==> src/hw/rtl/cdad_pkg.sv <==
// Shared types, constants and the month-length table for the calendar date unit.
// Depends on nothing; used by calendar_date_add_and_difference.
package cdad_pkg;

  typedef enum logic [3:0] {
    ST_IDLE,
    ST_F_ERA,
    ST_F_YEAR,
    ST_F_MONTH,
    ST_ADJ,
    ST_B_ERA,
    ST_B_YEAR,
    ST_B_MONTH,
    ST_DONE
  } state_t;

  localparam logic KIND_ADD  = 1'b0;
  localparam logic KIND_DIFF = 1'b1;

  localparam logic [1:0] STATUS_OK       = 2'd0;
  localparam logic [1:0] STATUS_BAD_DATE = 2'd1;
  localparam logic [1:0] STATUS_RANGE    = 2'd2;

  localparam int ERA_YEARS  = 400;
  localparam int ERA_DAYS   = 146097;
  localparam int CENT_YEARS = 100;
  localparam int YEAR_DAYS  = 365;
  localparam int MONTHS     = 12;

  localparam int YEAR_W  = 14;
  localparam int MONTH_W = 4;
  localparam int DAY_W   = 5;
  localparam int DIFF_W  = 23;
  localparam int DIFF_MAX = 4194303;
  localparam int DIFF_MIN = -4194304;

  function automatic logic [DAY_W-1:0] month_days(logic [MONTH_W-1:0] m, logic leap);
    logic [DAY_W-1:0] r;
    unique case (m)
      4'd2:                      r = leap ? 5'd29 : 5'd28;
      4'd4, 4'd6, 4'd9, 4'd11:   r = 5'd30;
      default:                   r = 5'd31;
    endcase
    return r;
  endfunction

endpackage

==> src/hw/rtl/calendar_date_add_and_difference.sv <==
// Gregorian date unit: add a day offset to a date, or take the day difference of two dates.
// Depends on cdad_pkg (state type, codes, calendar constants, month-length table).
//
//   channel   signals                                         flow
//   command   start, busy, kind, year/month/day a and b,      in, beat when start && !busy
//             day_offset
//   result    done, year_out, month_out, day_out,             out, one-cycle strobe
//             day_difference, later, equal, status
//
// One shared adder walks day counts: 400-year eras, then single years, then months.
// Kind 0 walks date A to a day number, adds day_offset and walks the sum back to a date;
// kind 1 walks B, then A, and takes the difference of the two day numbers.
// An invalid date goes straight to done, or runs the year walk when only the day is too big.
// busy is high from the cycle after the accepted beat through the done cycle. rst is sync.
// The receiver cannot stall; results stay until the next accepted beat, done marks them.
module calendar_date_add_and_difference #(
  parameter int MAX_YEAR     = 9999,
  parameter int OFFSET_WIDTH = 21
) (
  input  logic                              clk,
  input  logic                              rst,
  input  logic                              start,
  output logic                              busy,
  input  logic                              kind,
  input  logic [cdad_pkg::YEAR_W-1:0]       year_a,
  input  logic [cdad_pkg::MONTH_W-1:0]      month_a,
  input  logic [cdad_pkg::DAY_W-1:0]        day_a,
  input  logic [cdad_pkg::YEAR_W-1:0]       year_b,
  input  logic [cdad_pkg::MONTH_W-1:0]      month_b,
  input  logic [cdad_pkg::DAY_W-1:0]        day_b,
  input  logic signed [OFFSET_WIDTH-1:0]    day_offset,
  output logic                              done,
  output logic [cdad_pkg::YEAR_W-1:0]       year_out,
  output logic [cdad_pkg::MONTH_W-1:0]      month_out,
  output logic [cdad_pkg::DAY_W-1:0]        day_out,
  output logic signed [cdad_pkg::DIFF_W-1:0] day_difference,
  output logic                              later,
  output logic                              equal,
  output logic [1:0]                        status
);

  localparam int MAX_LEAP = ((MAX_YEAR % 400 == 0) ||
                             ((MAX_YEAR % 4 == 0) && (MAX_YEAR % 100 != 0))) ? 1 : 0;
  // last valid day number, counted from day 0 = 0000-01-01
  localparam int HI = 365 * MAX_YEAR + (MAX_YEAR + 3) / 4 - (MAX_YEAR + 99) / 100
                      + (MAX_YEAR + 399) / 400 + 364 + MAX_LEAP;
  localparam int NW = $clog2(HI + 1);
  localparam int SW = ((NW > OFFSET_WIDTH) ? NW : OFFSET_WIDTH) + 2;
  localparam int DW = (SW > cdad_pkg::DIFF_W + 1) ? SW : cdad_pkg::DIFF_W + 1;
  localparam int YN = $clog2(MAX_YEAR + 1);
  localparam int YW = (YN > cdad_pkg::YEAR_W) ? YN : cdad_pkg::YEAR_W;

  localparam logic signed [DW-1:0] DMAX = DW'(cdad_pkg::DIFF_MAX);
  localparam logic signed [DW-1:0] DMIN = DW'(cdad_pkg::DIFF_MIN);

  cdad_pkg::state_t state, state_next;

  logic                                kind_r;
  logic [cdad_pkg::YEAR_W-1:0]         ya_r;
  logic [cdad_pkg::MONTH_W-1:0]        ma_r;
  logic [cdad_pkg::DAY_W-1:0]          da_r;
  logic signed [OFFSET_WIDTH-1:0]      off_r;
  logic [YW-1:0]                       ycnt;
  logic [cdad_pkg::MONTH_W-1:0]        wm;
  logic [cdad_pkg::DAY_W-1:0]          wd;
  logic [cdad_pkg::MONTH_W-1:0]        mcnt;
  logic [6:0]                          e100;
  logic [1:0]                          ecent;
  logic                                a_phase;
  logic signed [SW-1:0]                acc;
  logic [NW-1:0]                       nsave;

  logic                                accept;
  logic                                a_ok, b_ok, basic_ok;
  logic                                leap;
  logic [cdad_pkg::MONTH_W-1:0]        tbl_month;
  logic [cdad_pkg::DAY_W-1:0]          mdays;
  logic signed [SW-1:0]                addend, sum;
  logic                                neg;
  logic                                era_more;
  logic                                day_bad;
  logic                                range_bad;
  logic signed [DW-1:0]                dx;
  logic [6:0]                          e100_inc;
  logic [1:0]                          ecent_inc;

  assign busy   = (state != cdad_pkg::ST_IDLE);
  assign done   = (state == cdad_pkg::ST_DONE);
  assign accept = start && !busy;

  assign a_ok = (YW'(year_a) <= YW'(MAX_YEAR)) && (month_a != '0) &&
                (month_a <= 4'(cdad_pkg::MONTHS)) && (day_a != '0);
  assign b_ok = (YW'(year_b) <= YW'(MAX_YEAR)) && (month_b != '0) &&
                (month_b <= 4'(cdad_pkg::MONTHS)) && (day_b != '0);
  assign basic_ok = a_ok && ((kind == cdad_pkg::KIND_ADD) || b_ok);

  // era year = ecent*100 + e100; 100 is a multiple of 4 so e100 gives year mod 4
  assign leap = (e100[1:0] == 2'd0) && ((e100 != '0) || (ecent == '0));
  assign tbl_month = (state == cdad_pkg::ST_F_YEAR) ? wm : mcnt;
  assign mdays     = cdad_pkg::month_days(tbl_month, leap);

  assign era_more  = (ycnt >= YW'(cdad_pkg::ERA_YEARS));
  assign day_bad   = (wd > mdays);
  assign e100_inc  = (e100 == 7'(cdad_pkg::CENT_YEARS - 1)) ? 7'd0 : e100 + 7'd1;
  assign ecent_inc = (e100 == 7'(cdad_pkg::CENT_YEARS - 1)) ? ecent + 2'd1 : ecent;

  // shared adder
  always_comb begin
    unique case (state)
      cdad_pkg::ST_F_ERA:   addend = SW'(cdad_pkg::ERA_DAYS);
      cdad_pkg::ST_F_YEAR:  addend = SW'(cdad_pkg::YEAR_DAYS) + SW'({1'b0, leap});
      cdad_pkg::ST_F_MONTH: addend = SW'({1'b0, mdays});
      cdad_pkg::ST_ADJ:     addend = (kind_r == cdad_pkg::KIND_ADD) ? SW'(off_r) :
                                     -$signed({{(SW-NW){1'b0}}, nsave});
      cdad_pkg::ST_B_ERA:   addend = -SW'(cdad_pkg::ERA_DAYS);
      cdad_pkg::ST_B_YEAR:  addend = -(SW'(cdad_pkg::YEAR_DAYS) + SW'({1'b0, leap}));
      cdad_pkg::ST_B_MONTH: addend = -SW'({1'b0, mdays});
      default:              addend = '0;
    endcase
  end

  assign sum       = acc + addend;
  assign neg       = sum[SW-1];
  assign range_bad = neg || (sum > SW'(HI));
  assign dx        = DW'(sum);

  always_ff @(posedge clk) begin
    if (rst) begin
      state <= cdad_pkg::ST_IDLE;
    end else begin
      state <= state_next;
    end
  end

  always_comb begin
    state_next = state;
    unique case (state)
      cdad_pkg::ST_IDLE: begin
        if (start) state_next = basic_ok ? cdad_pkg::ST_F_ERA : cdad_pkg::ST_DONE;
      end
      cdad_pkg::ST_F_ERA: begin
        if (!era_more) state_next = cdad_pkg::ST_F_YEAR;
      end
      cdad_pkg::ST_F_YEAR: begin
        if (ycnt == '0) state_next = day_bad ? cdad_pkg::ST_DONE : cdad_pkg::ST_F_MONTH;
      end
      cdad_pkg::ST_F_MONTH: begin
        if (mcnt == wm) state_next = a_phase ? cdad_pkg::ST_ADJ : cdad_pkg::ST_F_ERA;
      end
      cdad_pkg::ST_ADJ: begin
        if ((kind_r == cdad_pkg::KIND_ADD) && !range_bad) state_next = cdad_pkg::ST_B_ERA;
        else state_next = cdad_pkg::ST_DONE;
      end
      cdad_pkg::ST_B_ERA: begin
        if (neg) state_next = cdad_pkg::ST_B_YEAR;
      end
      cdad_pkg::ST_B_YEAR: begin
        if (neg) state_next = cdad_pkg::ST_B_MONTH;
      end
      cdad_pkg::ST_B_MONTH: begin
        if (neg) state_next = cdad_pkg::ST_DONE;
      end
      cdad_pkg::ST_DONE: begin
        state_next = cdad_pkg::ST_IDLE;
      end
      default: state_next = cdad_pkg::ST_IDLE;
    endcase
  end

  always_ff @(posedge clk) begin
    unique case (state)
      cdad_pkg::ST_IDLE: begin
        if (accept) begin
          kind_r         <= kind;
          ya_r           <= year_a;
          ma_r           <= month_a;
          da_r           <= day_a;
          off_r          <= day_offset;
          year_out       <= '0;
          month_out      <= '0;
          day_out        <= '0;
          day_difference <= '0;
          later          <= 1'b0;
          equal          <= 1'b0;
          status         <= basic_ok ? cdad_pkg::STATUS_OK : cdad_pkg::STATUS_BAD_DATE;
          e100           <= '0;
          ecent          <= '0;
          // kind 1 walks B first so the final add gives A minus B
          if (kind == cdad_pkg::KIND_DIFF) begin
            ycnt    <= YW'(year_b);
            wm      <= month_b;
            wd      <= day_b;
            acc     <= SW'(day_b - 5'd1);
            a_phase <= 1'b0;
          end else begin
            ycnt    <= YW'(year_a);
            wm      <= month_a;
            wd      <= day_a;
            acc     <= SW'(day_a - 5'd1);
            a_phase <= 1'b1;
          end
        end
      end
      cdad_pkg::ST_F_ERA: begin
        if (era_more) begin
          acc  <= sum;
          ycnt <= ycnt - YW'(cdad_pkg::ERA_YEARS);
        end
      end
      cdad_pkg::ST_F_YEAR: begin
        if (ycnt != '0) begin
          acc   <= sum;
          ycnt  <= ycnt - YW'(1);
          e100  <= e100_inc;
          ecent <= ecent_inc;
        end else begin
          mcnt <= 4'd1;
          if (day_bad) status <= cdad_pkg::STATUS_BAD_DATE;
        end
      end
      cdad_pkg::ST_F_MONTH: begin
        if (mcnt != wm) begin
          acc  <= sum;
          mcnt <= mcnt + 4'd1;
        end else if (!a_phase) begin
          nsave   <= acc[NW-1:0];
          ycnt    <= YW'(ya_r);
          wm      <= ma_r;
          wd      <= da_r;
          acc     <= SW'(da_r - 5'd1);
          a_phase <= 1'b1;
          e100    <= '0;
          ecent   <= '0;
        end
      end
      cdad_pkg::ST_ADJ: begin
        if (kind_r == cdad_pkg::KIND_ADD) begin
          if (range_bad) begin
            status <= cdad_pkg::STATUS_RANGE;
          end else begin
            acc   <= sum;
            ycnt  <= '0;
            e100  <= '0;
            ecent <= '0;
          end
        end else begin
          later <= !neg && (sum != '0);
          equal <= (sum == '0);
          if (dx > DMAX)      day_difference <= DMAX[cdad_pkg::DIFF_W-1:0];
          else if (dx < DMIN) day_difference <= DMIN[cdad_pkg::DIFF_W-1:0];
          else                day_difference <= dx[cdad_pkg::DIFF_W-1:0];
        end
      end
      cdad_pkg::ST_B_ERA: begin
        if (!neg) begin
          acc  <= sum;
          ycnt <= ycnt + YW'(cdad_pkg::ERA_YEARS);
        end
      end
      cdad_pkg::ST_B_YEAR: begin
        if (!neg) begin
          acc   <= sum;
          ycnt  <= ycnt + YW'(1);
          e100  <= e100_inc;
          ecent <= ecent_inc;
        end else begin
          mcnt <= 4'd1;
        end
      end
      cdad_pkg::ST_B_MONTH: begin
        if (!neg) begin
          acc  <= sum;
          mcnt <= mcnt + 4'd1;
        end else begin
          year_out  <= ycnt[cdad_pkg::YEAR_W-1:0];
          month_out <= mcnt;
          day_out   <= acc[cdad_pkg::DAY_W-1:0] + 5'd1;
        end
      end
      default: begin
      end
    endcase
  end

  // result strobe lasts one cycle
  a_done_pulse: assert property (@(posedge clk) disable iff (rst) done |=> !done)
    else $error("done held for more than one cycle");

  // the unit only goes idle through a result beat
  a_idle_after_done: assert property (@(posedge clk) disable iff (rst)
    $fell(busy) |-> $past(done))
    else $error("busy dropped without a result");

  a_accept_busy: assert property (@(posedge clk) disable iff (rst) accept |=> busy)
    else $error("accepted beat did not raise busy");

  a_shift_date: assert property (@(posedge clk) disable iff (rst)
    (done && (status == cdad_pkg::STATUS_OK) && (kind_r == cdad_pkg::KIND_ADD)) |->
    ((month_out != '0) && (month_out <= 4'(cdad_pkg::MONTHS)) && (day_out != '0)))
    else $error("shifted date out of calendar range");

  a_error_zero: assert property (@(posedge clk) disable iff (rst)
    (done && (status != cdad_pkg::STATUS_OK)) |->
    ((day_difference == '0) && !later && !equal && (month_out == '0)))
    else $error("error result carries data");

endmodule
==> config.mk <==
export PLATFORM = sky130hd
export DESIGN_NAME = calendar_date_add_and_difference
export DESIGN_NICKNAME = d
export VERILOG_FILES = /design/src/hw/rtl/cdad_pkg.sv /design/src/hw/rtl/calendar_date_add_and_difference.sv
export SDC_FILE = /design/constraint.sdc
export NUM_CORES = 1
export LEC_CHECK = 0
export BUFFER_PORTS_ARGS = -buffer_cell sky130_fd_sc_hd__buf_2
export CAP_MARGIN = 20
export CORE_ASPECT_RATIO = 1.5
export CORE_MARGIN = 5
export CORE_UTILIZATION = 41
export CTS_BUF_LIST = sky130_fd_sc_hd__clkbuf_16
export DETAILED_ROUTE_END_ITERATION = 16
export PLACE_DENSITY = 0.58
export SLEW_MARGIN = 40
export SYNTH_ARGS = -nofsm -noshare
export SYNTH_HDL_FRONTEND = slang
export SYNTH_SLANG_ARGS = --single-unit
==> constraint.sdc <==
create_clock -name clk -period 8.21 [get_ports clk]
set_input_delay 2.0525 -clock clk [delete_from_list [all_inputs] [get_ports clk]]
set_output_delay 2.0525 -clock clk [all_outputs]
set_load 0.02 [all_outputs]
==> metrics.csv, run 1 <==
metric;value;unit
Worst Clk Skew;0.0140;ns
global-route wire length before repair;57.2;mm
most frequent cells in the layout;edfxtp_1 (178), buf_2 (122), a21oi_1 (90), nor2_1 (87), o21ai_0 (82);
CP Capture Point;acc[12];
WS Path Type;reg2reg;
Total Power;4.42;mW
Net Sw Frac;43.7;%
PwrDens;336;mW/mm²
Tightest Pin Transition;0.876;ns
largest net degree at the start of global routing;33;
Max Fanout on Critical Path;29;
Clock power frac;17.1;%
DRC viols;0;
total gr overflow;0;
1st-iter DRT viols;725;
Crit. Startpoint;state[3];
Ys Warns;0;
Post-CTS Resized;0;
max_cap viols;0;
commonest non-fill, non-tap cell in the layout;edfxtp_1;
Yosys reg bits;182;
PortBufs;122;
effective utilization at floorplan;41.6;%
Routed WL;37.9;mm
mapped cell area;0.0117;mm²
I/O pin count;123;
post-route minimum period;6.98;ns
Post-synth EDFFs;178;
dominant synthesized flop cell;edfxtp_1;
crit start category;flip-flop;
Final Cycle Share;85.0;%
Synth Net Count;1265;
TNS Setup;0;ns
Critical Path RT;8.33;ns
status;completed;
post-synth top area share;45.8;%
area leader, netlist;edfxtp_1;
reg-to-reg setup timing slack;1.23;ns
die area;0.0320;mm²
Slew Viols, Final;0;
HP Class;reg2reg;
width of the die;148;µm
Root Buffer;clkbuf_16;
post-DP HPWL;29.3;mm
H-tree depth;4;
RSZ-0062 raised after global routing;false;
vias;9577;
Hold Buf Count CTS;0;
relative slew slack;40.8;%
RR Endpoint;acc[12];
mean routed wirelength per cell;23.6;µm
# setup viols final;0;
net switching power figure;1.93;mW
layout cells sized above 1;17.2;%
CTS buffer count;17;
largest cells by area after synthesis;edfxtp_1 (46%), ha_1 (5.4%), a21oi_1 (3.9%);
Pleak;5.01;nW
CTS clk-pin slew, worst paths;0.07;ns
setup bufs post-CTS;0;
Internal Power;2.48;mW
sequential share of power;36.7;%
Max Root-Sink Buffers;2;
worst r2r path cells;25;
RR Startpoint;state[3];
sequential fraction of the synthesis area;46.5;%
synthesis-to-finish area growth;12.9;%
combinational power share;46.2;%
number of nets with antenna violations after routing;0;
Nets;1367;
vias in the first global route;9966;
Die Ht;217;µm
Initial DRT Pass Iterations;6;
final hold vios;0;
CTS Sinks;182;
Core ar.;0.0281;mm²
Post-synth ARST share;0;%
Synth Instances;1142;
Worst-Skew Late Latency;0.45;ns
Max Clk Rate;143;MHz
CTS tree;yes;
peak supply drop;0.000129;V
Rows;75;
CP arrival;7.10;ns
Syn Area/Cell;10.2;µm²
CP endpoint kind;flip-flop;
via/cell ratio;5.97;
overall global routing resource usage;23.5;%
post-synthesis cell type count;90;
Placer Congestion;0.969;
initial antenna violation count;1;
## logic make-up (layout without fill, tap and decap cells)
| logic type | count (synthesis) | count (layout) | synth area share (%) |
|---|---|---|---|
| simple gates | 372 | 372 | 16.8 |
| compound gates | 312 | 312 | 17.5 |
| flops | 182 | 182 | 46.5 |
| buf+inv | 100 | 215 | 3.58 |
| xor+xnor | 76 | 76 | 5.71 |
| fa+ha+maj | 52 | 52 | 5.71 |
| mux | 48 | 48 | 4.20 |
| other cells | 0 | 1 | 0 |
## final cells by class
class | instances | area (µm²)
fillers | 2618 | 14900
multi-input cells | 860 | 5860
flip-flops and latches | 182 | 5430
repair buffers | 141 | 753
well taps | 346 | 433
clock buffers | 17 | 425
inverters | 42 | 158
clock inverters | 15 | 103
diodes | 1 | 2.50
## worst max-delay path, cell delays in order, from the launching register on
cell	delay (ns)
dfxtp_1	0.31
buf_4	0.23
nor2b_1	0.45
nand2_1	0.29
nand2_1	0.15
nand2_1	0.09
o21bai_1	0.15
a31oi_1	0.32
a21oi_1	0.15
ha_1	0.31
nand3_1	0.08
o211ai_1	0.09
a221oi_1	0.44
inv_1	0.09
ha_1	0.30
a211o_1	0.34
nand2_1	0.18
a211o_1	0.28
nand3_2	0.13
a2111oi_1	0.57
o21ba_4	0.26
o2111ai_1	0.19
nor3_2	0.31
o21ai_2	0.18
a2111oi_4	0.37
buf_4	0.37
## worst min-delay path by stage
| stage | cells past startpoint | slack [ns] | start | endpoint |
|---|---|---|---|---|
| global route | 0 | 0.46 | acc[18] | nsave[18] |
| finish | 0 | 0.46 | acc[20] | nsave[20] |
| CTS | 0 | 0.46 | acc[19] | nsave[19] |
| global placement | 0 | 0.44 | acc[20] | nsave[20] |
| floorplan | 0 | 0.43 | acc[10] | nsave[10] |
| detailed placement | 0 | 0.44 | acc[19] | nsave[19] |
## cells in the mapped netlist, types with 4 or more instances
cell type  count
mux2_2         7
nor2b_1        9
nor3_1        29
xor2_1        30
o21ai_0       84
nor4_1        10
edfxtp_1     178
o211ai_1      11
nor3b_1        6
or3_1          9
buf_1          6
nand3_1       35
nand4_1       12
a211oi_1       8
nand2_1       73
o21a_1         9
clkbuf_1      44
and2_1        23
a221oi_1       7
o31ai_1        6
o22ai_1        6
inv_1         41
buf_2          4
nand2b_1      11
and3_1        12
o21bai_1       6
a21oi_1       90
nor4b_1        6
a21o_1        11
nor2_1        87
a22oi_1        4
o221ai_1      13
nand3b_1       9
xnor2_1       46
mux2i_1       41
ha_1          50
dfxtp_1        4
a31oi_1       10
and4_1         5
or4_1          8
or2_2          9
## state kept, by name, indices dropped and copies added (netlist names), 2 cells and up
signal / flops
status: 2
ecent: 2
ycnt: 14
ma_r: 4
year_out: 14
nsave: 22
e100: 7
wd: 5
acc: 24
ya_r: 14
month_out: 4
state: 4
day_out: 5
mcnt: 4
off_r: 21
wm: 4
day_difference: 23
da_r: 5
## metal layers
metal / global-route usage, % / routed length [µm] / up-vias
li1: - / - / 4531
met4: 16.0 / 2650 / 0
met2: 43.6 / 20200 / 322
met5: 0 / 0 / -
met3: 3.38 / 1550 / 116
met1: 24.0 / 13500 / 4608
## power groups by stage
stage	clock, mW	combinational, mW	sequential (mW)
global route	0.809	2.21	1.65
detailed placement	0	2.02	1.64
global placement	0	2.01	1.64
finish	0.756	2.04	1.62
floorplan	0	1.34	1.62
CTS	0.774	2.03	1.62
## through the flow
stage	hold WS, ns	instance area [µm²]	utilization (%)	worst slack (ns)	cells
floorplan	0.433	11700	-	1.19	1142
global placement	0.442	12600	44.9	1.52	1570
detailed placement	0.445	12600	45.0	1.39	1571
CTS	0.461	13200	46.9	1.32	1603
global route	0.464	13200	46.9	0.742	1603
finish	0.458	13200	46.9	1.23	1604
No activity file was read; power rests on OpenSTA's default activity.
==> run 2, diff against run 1 <==
- ABC_AREA: unset -> 1
==> run 2 against run 1 <==
Net effect: sequential share of layout area decreased by 1.1 points; final cell count is 22% higher; hold slack better by 0.0089 ns; clock skew shrank 0.00092 ns; area after synthesis grew 1.3%; clock power rose by 9.9%; power shrank 17%.
==> metrics.csv, run 2 <==
metric;value;unit;change
vias in the first global route;10600;;+6.0%
area post-placement;0.0129;mm²;+2.3%
Ys Warns;0;;unchanged
I/O pin count;123;;unchanged
1st-iter DRT viols;624;;-14%
Syn Area/Cell;8.27;µm²;-19%
setup bufs post-CTS;0;;unchanged
critical path's largest stage delay;0.46;ns;-0.11 ns
Core ar.;0.0286;mm²;+2.0%
final hold vios;0;;unchanged
Yosys reg bits;182;;unchanged
Fin Hold WS;0.467;ns;+0.00891 ns
most frequent CP cell;nor2_1;;
CP endpoint kind;flip-flop;;
antenna fix cells;0;;-1
CTS tree;yes;;
Initial DRT Pass Iterations;5;;-1
Synth Net Count;1551;;+23%
max_cap viols;0;;unchanged
effective utilization at floorplan;41.2;%;-0.31 points
Max Root-Sink Buffers;2;;unchanged
mapped cell area;0.0118;mm²;+1.3%
CP bufs+invs;8;;+5
crit start category;flip-flop;;
status;completed;;
Final Cycle Share;69.5;%;-15 points
commonest non-fill, non-tap cell in the layout;nand2_1;;
vias;10300;;+7.1%
Hold Buf Count CTS;0;;unchanged
TNS Setup;0;ns;unchanged
PwrDens;272;mW/mm²;-19%
largest net degree at the start of global routing;47;;+42%
Critical Path RT;8.34;ns;about the same
top flop regs;acc x24, day_difference x23, nsave x22;;
RSZ-0062 raised after global routing;false;;
sequential fraction of the synthesis area;46.0;%;-0.58 points
critical path's top delay family;simple AND/OR/NAND/NOR gates;;
Rows;76;;+1.3%
# setup viols final;0;;unchanged
peak supply drop;0.000170;V;+33%
post-synth top area share;45.3;%;-0.57 points
Nets;1676;;+23%
slowest stage cell, crit path;xnor2_1;;
number of nets with antenna violations after routing;0;;unchanged
Slew Viols, Final;0;;unchanged
Worst-Skew Late Latency;0.46;ns;about the same
Pleak;6.02;nW;+20%
Post-synth ARST share;0;%;unchanged
H-tree depth;4;;unchanged
total gr overflow;0;;unchanged
Routed WL;36.5;mm;-3.8%
post-route minimum period;5.71;ns;-1.27 ns
mean routed wirelength per cell;18.6;µm;-21%
via/cell ratio;5.25;;-12%
Max Clk Rate;175;MHz;+22%
Post-CTS Resized;0;;unchanged
Die Ht;218;µm;+0.60%
CTS buffer count;17;;unchanged
final design area excluding fillers;0.0135;mm²;+2.7%
width of the die;149;µm;+0.59%
synthesis-to-finish area growth;14.5;%;
Max Fanout on Critical Path;10;;-66%
CP arrival;5.83;ns;-1.27 ns
Largest Register;acc;;
CTS clk-pin slew, worst paths;0.08;ns;about the same
overall global routing resource usage;23.0;%;-0.45 points
Worst Clk Skew;0.0130;ns;-0.000925 ns
Placer Congestion;0.924;;-4.6%
dominant synthesized flop cell;edfxtp_1;;
relative slew slack;48.9;%;+8.2 points
most common cell in the netlist;nand2_1;;
die area;0.0324;mm²;+1.2%
commonest cells in the netlist;nand2_1 (339), edfxtp_1 (178), inv_1 (169);;
PortBufs;122;;unchanged
Root Buffer;clkbuf_16;;
CTS Sinks;182;;unchanged
area leader, netlist;edfxtp_1;;
initial antenna violation count;0;;-1
Tightest Pin Transition;0.761;ns;-0.115 ns
HP Class;reg2reg;;
DRC viols;0;;unchanged
global-route wire length before repair;56.6;mm;-1.0%
WS Path Type;reg2reg;;
Synth Instances;1428;;+25%
number of flip-flops in the largest register;24;;unchanged
post-DP HPWL;28.8;mm;-1.8%
layout cells sized above 1;17.4;%;+0.25 points
post-synthesis cell type count;58;;-36%
Post-synth EDFFs;178;;unchanged
most frequent cells in the layout;nand2_1 (338), edfxtp_1 (178), inv_1 (168), nor2_1 (150), buf_2 (122);;
largest cells by area after synthesis;edfxtp_1 (45%), nand2_1 (11%), inv_1 (5.4%);;
## run 2: cell count changes after synthesis, sizes merged, moves of 12 or more
cell and change:
clkbuf -31, o21ai -15, inv +157, nand3 +37, xnor2 -34, and2 -22, mux2i -38, nor2 +88
nand2 +288, a21o -12, a21oi +16
## run 2: where the power goes
part / internal, mW / leakage (nW) / total [mW] / switching, mW
Clock: 0.431 / 0.284 / 0.831 / 0.399
Combinational: 0.406 / 3.96 / 1.40 / 0.998
Sequential: 1.29 / 1.78 / 1.44 / 0.149
Total: 2.13 / 6.02 / 3.68 / 1.55
## run 2: layer usage
metal | track usage (%) | part of all wire (%) | vias up
met2 | 44.0 | 55 | 259
met3 | 2.97 | 3.0 | 88
li1 | - | - | 5103
met1 | 24.0 | 37 | 4811
met4 | 12.4 | 4.9 | 0
met5 | 0 | 0 | -
## run 2: final timing paths
| check | from | end | slack, ns | cells past startpoint |
|---|---|---|---|---|
| setup / recovery | state[3] | e100[5] | 2.50 | 35 |
| hold / removal | acc[14] | nsave[14] | 0.47 | 0 |
| setup reg to reg | state[3] | e100[5] | 2.50 | 35 |
| hold reg to reg | acc[14] | nsave[14] | 0.47 | 0 |
## run 2: final cells by class
class	count	area (µm²)
Clock buffer	17	425
Clock inverter	15	165
Fill cell	2821	15100
Inverter	201	754
Multi-Input combinational cell	1019	5570
Sequential cell	182	5430
Tap cell	390	488
Timing Repair Buffer	132	689
## run 2: stage by stage
stage / instances / power, mW / utilization (%) / setup slack (ns)
2_1_floorplan: 1428 / 2.37 / - / 2.50
3_3_place_gp: 1923 / 2.85 / 45.0 / 2.41
3_5_place_dp: 1924 / 2.86 / 45.1 / 2.53
4_1_cts: 1956 / 3.70 / 47.2 / 2.52
5_1_grt: 1956 / 3.90 / 47.2 / 1.99
6_report: 1956 / 3.68 / 47.2 / 2.50
## run 2: logic make-up (layout without fill, tap and decap cells)
kind of cell / count (synthesis) / after routing / synth area share (%)
compound gates: 246 / 246 / 12.3
xor+xnor: 34 / 34 / 2.52
fa+ha+maj: 52 / 52 / 5.64
buf+inv: 227 / 365 / 7.34
flops: 182 / 182 / 46.0
mux: 3 / 3 / 0.254
simple gates: 684 / 684 / 26.0
## run 2: worst register-to-register path, delay by kind of cell, from the launching register on
kind,cells,cell delay [ns]
simple gates,21,2.44
buf+inv,8,0.96
fa+ha+maj,2,0.57
compound gates,3,0.55
xor+xnor,1,0.46
flops,1,0.38
